==> config.mk <==
export PLATFORM = sky130hd
export DESIGN_NAME = websocket_frame_deframer
export DESIGN_NICKNAME = d
export VERILOG_FILES = /design/src/rtl/wsdf_pkg.sv /design/src/rtl/websocket_frame_deframer.sv
export SDC_FILE = /design/constraint.sdc
export NUM_CORES = 1
export LEC_CHECK = 0
export BUFFER_PORTS_ARGS = -buffer_cell sky130_fd_sc_hd__buf_2
export CORE_AREA = 2 2 129 131
export DETAILED_ROUTE_END_ITERATION = 12
export DIE_AREA = 0 0 131 133
export GPL_TIMING_DRIVEN = 1
export MAX_ROUTING_LAYER = met4
export PLACE_DENSITY = 0.7
export SLEW_MARGIN = 20
export SYNTH_ARGS = -nofsm -noshare
export SYNTH_HDL_FRONTEND = slang
export SYNTH_SLANG_ARGS = --single-unit
==> constraint.sdc <==
create_clock -name clk -period 10.04 [get_ports clk]
set_input_delay 1.506 -clock clk [delete_from_list [all_inputs] [get_ports clk]]
set_output_delay 1.506 -clock clk [all_outputs]
set_load 0.02 [all_outputs]
==> src/rtl/wsdf_pkg.sv <==
// ----------------------------------------------------------------------------
// WebSocket deframer package
// Result kinds, opcodes and widths shared by the deframer.
// ----------------------------------------------------------------------------
package wsdf_pkg;

  localparam int unsigned LenW = 32;
  localparam logic [LenW-1:0] MaxPayloadReset = 32'd65534;

  typedef enum logic [2:0] {
    KIND_BYTE  = 3'd0,
    KIND_EMPTY = 3'd1,
    KIND_PING  = 3'd2,
    KIND_CLOSE = 3'd3,
    KIND_ERROR = 3'd4
  } kind_t;

  localparam logic [3:0] OP_BINARY = 4'h2;
  localparam logic [3:0] OP_CLOSE  = 4'h8;
  localparam logic [3:0] OP_PING   = 4'h9;

  localparam logic [6:0] LEN_EXT16 = 7'd126;
  localparam logic [6:0] LEN_EXT64 = 7'd127;

  localparam logic [3:0] EXT16_BYTES = 4'd2;
  localparam logic [3:0] EXT64_BYTES = 4'd8;
  localparam logic [3:0] KEY_BYTES   = 4'd4;

endpackage

==> src/rtl/websocket_frame_deframer.sv <==
// ----------------------------------------------------------------------------
// WebSocket frame deframer
// Parses received frame headers, unmasks and forwards data payload bytes.
// ----------------------------------------------------------------------------
// Usage:
//   s_* carries the received byte stream, one byte per beat in s_tdata.
//   m_* carries one result beat per reported event: m_tuser is the kind
//   (payload byte, empty data frame, ping seen, close, error), m_tdata holds
//   the payload byte, opcode and fin bit, m_tlast marks the end of a frame.
//   Header and skipped payload bytes produce no output beat unless they end an event.
//   cfg_wr_en/cfg_wr_data write the largest accepted payload length; write
//   only while the stream is idle.
//   The result beat is registered and appears in the cycle after its input
//   beat is accepted. One byte is taken every cycle; the single output
//   register is the only storage between the two sides, so a byte is accepted
//   whenever that register is empty or is being drained in the same cycle. A
//   stalled receiver holds the result and back-pressures the input.
//   A close frame or an oversize length halts parsing: further bytes are
//   accepted and dropped until reset. Reset returns the parser to the first
//   header byte and the length limit to 65534.
// ----------------------------------------------------------------------------
module websocket_frame_deframer (
  input  logic        clk,
  input  logic        rst,
  input  logic        cfg_wr_en,
  input  logic [31:0] cfg_wr_data,   // max_payload_len
  input  logic        s_tvalid,
  output logic        s_tready,
  input  logic [7:0]  s_tdata,       // data_byte
  output logic        m_tvalid,
  input  logic        m_tready,
  output logic [15:0] m_tdata,       // [7:0] payload_byte, [11:8] opcode, [12] fin, zero pad
  output logic [2:0]  m_tuser,       // kind
  output logic        m_tlast        // last_of_frame
);

  typedef enum logic [2:0] {
    PH_HEAD0,
    PH_HEAD1,
    PH_EXTLEN,
    PH_MASK,
    PH_BODY,
    PH_HALT
  } phase_t;

  localparam int unsigned LenW = wsdf_pkg::LenW;

  phase_t                  phase, phase_next;
  logic [3:0]              header_count, header_count_next;
  logic [3:0]              frame_opcode, frame_opcode_next;
  logic                    frame_fin, frame_fin_next;
  logic                    mask_flag, mask_flag_next;
  logic [LenW-1:0]         payload_length, payload_length_next;
  logic                    length_high, length_high_next;
  logic [31:0]             mask_key, mask_key_next;
  logic [LenW-1:0]         remaining, remaining_next;
  logic [1:0]              key_idx, key_idx_next;
  logic [LenW-1:0]         max_payload_len;

  logic                    accept;
  logic                    emit;
  wsdf_pkg::kind_t         emit_kind;
  logic [7:0]              emit_byte;
  logic                    emit_last;
  logic                    len_done;
  logic                    body_start;
  logic                    is_data;
  logic [7:0]              key_byte;

  logic [7:0]              out_byte;
  logic [3:0]              out_opcode;
  logic                    out_fin;
  wsdf_pkg::kind_t         out_kind;

  assign s_tready = !m_tvalid || m_tready;
  assign accept   = s_tvalid && s_tready;

  always_comb begin
    phase_next          = phase;
    header_count_next   = header_count;
    frame_opcode_next   = frame_opcode;
    frame_fin_next      = frame_fin;
    mask_flag_next      = mask_flag;
    payload_length_next = payload_length;
    length_high_next    = length_high;
    mask_key_next       = mask_key;
    remaining_next      = remaining;
    key_idx_next        = key_idx;
    emit                = 1'b0;
    emit_kind           = wsdf_pkg::KIND_BYTE;
    emit_byte           = 8'd0;
    emit_last           = 1'b0;
    len_done            = 1'b0;
    body_start          = 1'b0;
    key_byte            = 8'd0;

    unique case (phase)
      PH_HEAD0: begin
        frame_fin_next    = s_tdata[7];
        frame_opcode_next = s_tdata[3:0];
        if (s_tdata[3:0] == wsdf_pkg::OP_CLOSE) begin
          phase_next = PH_HALT;
          emit       = 1'b1;
          emit_kind  = wsdf_pkg::KIND_CLOSE;
        end else begin
          phase_next = PH_HEAD1;
        end
      end
      PH_HEAD1: begin
        mask_flag_next   = s_tdata[7];
        length_high_next = 1'b0;
        if (s_tdata[6:0] == wsdf_pkg::LEN_EXT16 || s_tdata[6:0] == wsdf_pkg::LEN_EXT64) begin
          payload_length_next = '0;
          header_count_next   = (s_tdata[6:0] == wsdf_pkg::LEN_EXT16) ?
                                wsdf_pkg::EXT16_BYTES : wsdf_pkg::EXT64_BYTES;
          phase_next          = PH_EXTLEN;
        end else begin
          payload_length_next = LenW'(s_tdata[6:0]);
          len_done            = 1'b1;
        end
      end
      PH_EXTLEN: begin
        payload_length_next = {payload_length[LenW-9:0], s_tdata};
        length_high_next    = length_high || (payload_length[LenW-1:LenW-8] != 8'd0);
        header_count_next   = header_count - 4'd1;
        if (header_count == 4'd1) begin
          len_done = 1'b1;
        end
      end
      PH_MASK: begin
        mask_key_next     = {mask_key[23:0], s_tdata};
        header_count_next = header_count - 4'd1;
        if (header_count == 4'd1) begin
          body_start = 1'b1;
        end
      end
      PH_BODY: begin
        if (mask_flag) begin
          case (key_idx)
            2'd0:    key_byte = mask_key[31:24];
            2'd1:    key_byte = mask_key[23:16];
            2'd2:    key_byte = mask_key[15:8];
            default: key_byte = mask_key[7:0];
          endcase
        end
        key_idx_next   = key_idx + 2'd1;
        remaining_next = remaining - LenW'(1);
        emit_last      = (remaining == LenW'(1));
        if (emit_last) begin
          phase_next = PH_HEAD0;
        end
        if (frame_opcode <= wsdf_pkg::OP_BINARY) begin
          emit      = 1'b1;
          emit_kind = wsdf_pkg::KIND_BYTE;
          emit_byte = s_tdata ^ key_byte;
        end else if (frame_opcode == wsdf_pkg::OP_PING && emit_last) begin
          emit      = 1'b1;
          emit_kind = wsdf_pkg::KIND_PING;
        end
      end
      default: begin
        phase_next = PH_HALT;
      end
    endcase

    if (len_done) begin
      if (length_high_next || (payload_length_next > max_payload_len)) begin
        phase_next = PH_HALT;
        emit       = 1'b1;
        emit_kind  = wsdf_pkg::KIND_ERROR;
      end else if (mask_flag_next) begin
        mask_key_next     = '0;
        header_count_next = wsdf_pkg::KEY_BYTES;
        phase_next        = PH_MASK;
      end else begin
        body_start = 1'b1;
      end
    end

    is_data = (frame_opcode_next <= wsdf_pkg::OP_BINARY);
    if (body_start) begin
      if (payload_length_next == '0) begin
        phase_next = PH_HEAD0;
        if (is_data) begin
          emit      = 1'b1;
          emit_kind = wsdf_pkg::KIND_EMPTY;
          emit_last = 1'b1;
        end else if (frame_opcode_next == wsdf_pkg::OP_PING) begin
          emit      = 1'b1;
          emit_kind = wsdf_pkg::KIND_PING;
          emit_last = 1'b1;
        end
      end else begin
        remaining_next = payload_length_next;
        key_idx_next   = 2'd0;
        phase_next     = PH_BODY;
      end
    end
  end

  always_ff @(posedge clk) begin
    if (rst) begin
      phase           <= PH_HEAD0;
      header_count    <= '0;
      frame_opcode    <= '0;
      frame_fin       <= 1'b0;
      mask_flag       <= 1'b0;
      payload_length  <= '0;
      length_high     <= 1'b0;
      mask_key        <= '0;
      remaining       <= '0;
      key_idx         <= '0;
      max_payload_len <= wsdf_pkg::MaxPayloadReset;
      m_tvalid        <= 1'b0;
    end else begin
      if (cfg_wr_en) begin
        max_payload_len <= cfg_wr_data;
      end
      if (accept) begin
        phase          <= phase_next;
        header_count   <= header_count_next;
        frame_opcode   <= frame_opcode_next;
        frame_fin      <= frame_fin_next;
        mask_flag      <= mask_flag_next;
        payload_length <= payload_length_next;
        length_high    <= length_high_next;
        mask_key       <= mask_key_next;
        remaining      <= remaining_next;
        key_idx        <= key_idx_next;
        m_tvalid       <= emit;
      end else if (m_tready) begin
        m_tvalid <= 1'b0;
      end
    end
  end

  always_ff @(posedge clk) begin
    if (accept && emit) begin
      out_byte   <= emit_byte;
      out_opcode <= frame_opcode_next;
      out_fin    <= frame_fin_next;
      out_kind   <= emit_kind;
      m_tlast    <= emit_last;
    end
  end

  assign m_tdata = {3'b000, out_fin, out_opcode, out_byte};
  assign m_tuser = out_kind;

endmodule

==> impl_metrics.yaml <==
run_status:
  status: "complete, no violations"
place:
  port_buffers: 63
  dp_hpwl_um: 15600
  place_inst: 1234
  routabilityCongestion: 0.864
clocking:
  cts_root_buf: "clkbuf_16"
  clk_latency_ns: 0.43
  cts.sinks: 162
  cts.htree.levels: 4
  cts_setup_buffers: 0
  cts_tree: "yes"
  cts_resized: 0
  cts_hold_buf: 0
  clkTransAtPathRegs_ns: 0.07
  clk_path_buf_depth: 2
  cts_buffers: 17
logic_synthesis:
  yosysTopAreaCell: "dfxtp_1"
  synthCells: 1007
  synth_top_area_share_pct: 33.7
  synthTopCellsByArea: "dfxtp_1 34%, edfxtp_1 5.9%, ha_1 5.8%"
  async_reset_ff_share_pct: 0
  syn_area_per_cell_sq_um: 8.55
  synth_ff_type: "dfxtp_1"
  synth_cell_type_count: 66
  synth_area_sq_mm: 0.00861
  yosysMostFrequentCell: "dfxtp_1"
  synth-edff-count: 17
  synth-seq-cells: 162
  ys_top_cells_by_count: "145 x dfxtp_1, 99 x nor2_1, 81 x nand2_1"
  yosys_warnings: 0
  ys_seq_area_share_pct: 39.6
sta:
  post-route-period-util_pct: 58.8
  maxSlewViolCount: 0
  post-route-min-period_ns: 5.91
  hold_violations: 0
  setup_violations: 0
  relSlewSlack_pct: 36.9
  rsz0062_at_grt: "false"
  tightest_slew_ns: 0.947
  clock_skew_ns: 0.00902
  fin_tns_setup_ns: 0
  fmax_mhz: 169
  fin_hold_ws_ns: 0.472
global_route:
  grtUsageTotal_pct: 27.9
  grt_pass1_wl_um: 37200
  overflow: 0
  grt_max_degree: 73
  antenna_found_initial: 0
  first_global_vias: 7077
drt:
  viasPerCell: 6.07
  vias: 7690
  drt_wl_total_um: 22800
  first_pass_iters: 8
  drt_iter0_drc: 909
  drc: 0
  ant_nets: 0
  avgRoutedWirePerCell_um: 18.0
run:
  cap_violations: 0
floorplan:
  die_width_um: 131
  die_h_um: 133
  pin_count: 67
  dieArea_sq_mm: 0.0174
  start_util_pct: 53.3
  num_rows: 47
  core-area_sq_mm: 0.0162
final_layout:
  drive_above_1_share_pct: 12.7
  seqCellArea_sq_mm: 0.00341
  nets: 1118
  num-fill-cells: 1405
  stdcell_count: 1266
  antenna_cells: 0
  fin_util_pct: 59.2
  multi_input_area_sq_mm: 0.00459
  area_growth_syn_to_layout_pct: 11.2
worst_setup_path:
  endpoint_kind: "flip-flop"
  worstPathMaxFanout: 29
  crit_arrival_ns: 6.23
  crit_type: "reg -> reg"
  worstSetupStartpointType: "flip-flop"
  cp.required_ns: 10.37
  r2r_setup_slack_ns: 4.13
pwr:
  powerDensity_mw_per_mm2: 188
  leakagePower_nw: 4.01
  peakVddDrop_v: 0.000143
hold_path:
  hp-class: "reg -> reg"
[final cells by class]
type | count | area share [%]
Clock buffer | 17 | 4.44
Clock inverter | 15 | 1.66
Inverter | 72 | 2.82
Multi-Input combinational cell | 700 | 48.0
Sequential cell | 162 | 35.6
Tap cell | 220 | 2.87
Timing Repair Buffer | 80 | 4.62
[power by group]
group	switching [mW]	internal, mW	leakage (nW)	total (mW)
registers	0.0393	0.700	1.34	0.739
logic	0.266	0.142	2.37	0.407
clock network	0.299	0.353	0.291	0.652
[sequential cells by signal, summed over array words and instances (netlist names)]
register and cells:
mask_key 32, max_payload_len 32, payload_length 32, remaining 32
out_byte 8, frame_opcode 4, header_count 4, out_opcode 4
m_tuser 3, phase 3, key_idx 2, frame_fin 1
length_high 1, m_tlast 1, m_tvalid 1, mask_flag 1
out_fin 1
[kinds of logic after synthesis]
kind of cell / count (synthesis) / share of synthesized area, %
simple gates: 324 / 18.4
other cells: 1 / 0.0435
compound gates: 297 / 24.8
fa+ha+maj: 40 / 5.81
mux: 26 / 3.07
buf+inv: 147 / 7.21
xor+xnor: 10 / 1.02
flops: 162 / 39.6
[cells in the final DEF (no fill, tap or decap), drive strengths merged, types with 10 or more instances in the layout]
cell type / instances
a222oi: 15
nor2b: 26
a221oi: 14
or3: 15
xor2: 10
inv: 82
o211ai: 18
a21oi: 55
buf: 80
nand2: 81
nand3: 19
clkbuf: 17
o21ai: 47
nor2: 100
nor3b: 12
a32o: 13
a22oi: 12
nor3: 25
a22o: 34
a211oi: 31
dfxtp: 145
nand4: 18
ha: 40
mux2i: 23
edfxtp: 17
o22ai: 10
[metal layers]
metal | GRT usage, % | share of wire, % | up-vias
met4 | 9.69 | 2.6 | 0
met2 | 41.9 | 45 | 274
met3 | 4.93 | 6.1 | 46
li1 | - | - | 3746
met5 | - | 0 | -
met1 | 37.8 | 46 | 3624
[per-stage QoR]
step	instance area [sq um]	total power, mW	worst slack [ns]
floorplan	8620	1.04	4.52
global placement	9000	1.14	4.23
detailed placement	9000	1.15	4.06
CTS	9580	1.80	4.32
global route	9580	1.88	3.83
finish	9580	1.80	4.13
[path summary, 6_finish.rpt]
check / end / depth (start not counted) / startpoint
max: remaining[1] / 14 / phase[1]
min: frame_fin / 2 / frame_fin
max reg2reg: remaining[1] / 14 / phase[1]
min reg2reg: frame_fin / 2 / frame_fin
[critical path: stages (launching register included)]
cell	delay (ns)
dfxtp_1	0.85
clkinv_1	0.69
a22oi_1	0.35
nor2_1	0.08
a21oi_1	0.31
inv_1	0.09
ha_1	0.32
nand4_1	0.15
nor4_1	0.61
o41a_1	0.26
o21ai_0	0.16
a2bb2oi_1	0.66
or2_2	0.69
a21oi_1	0.26
o221a_2	0.29
No activity file was read; power rests on OpenSTA's default activity.
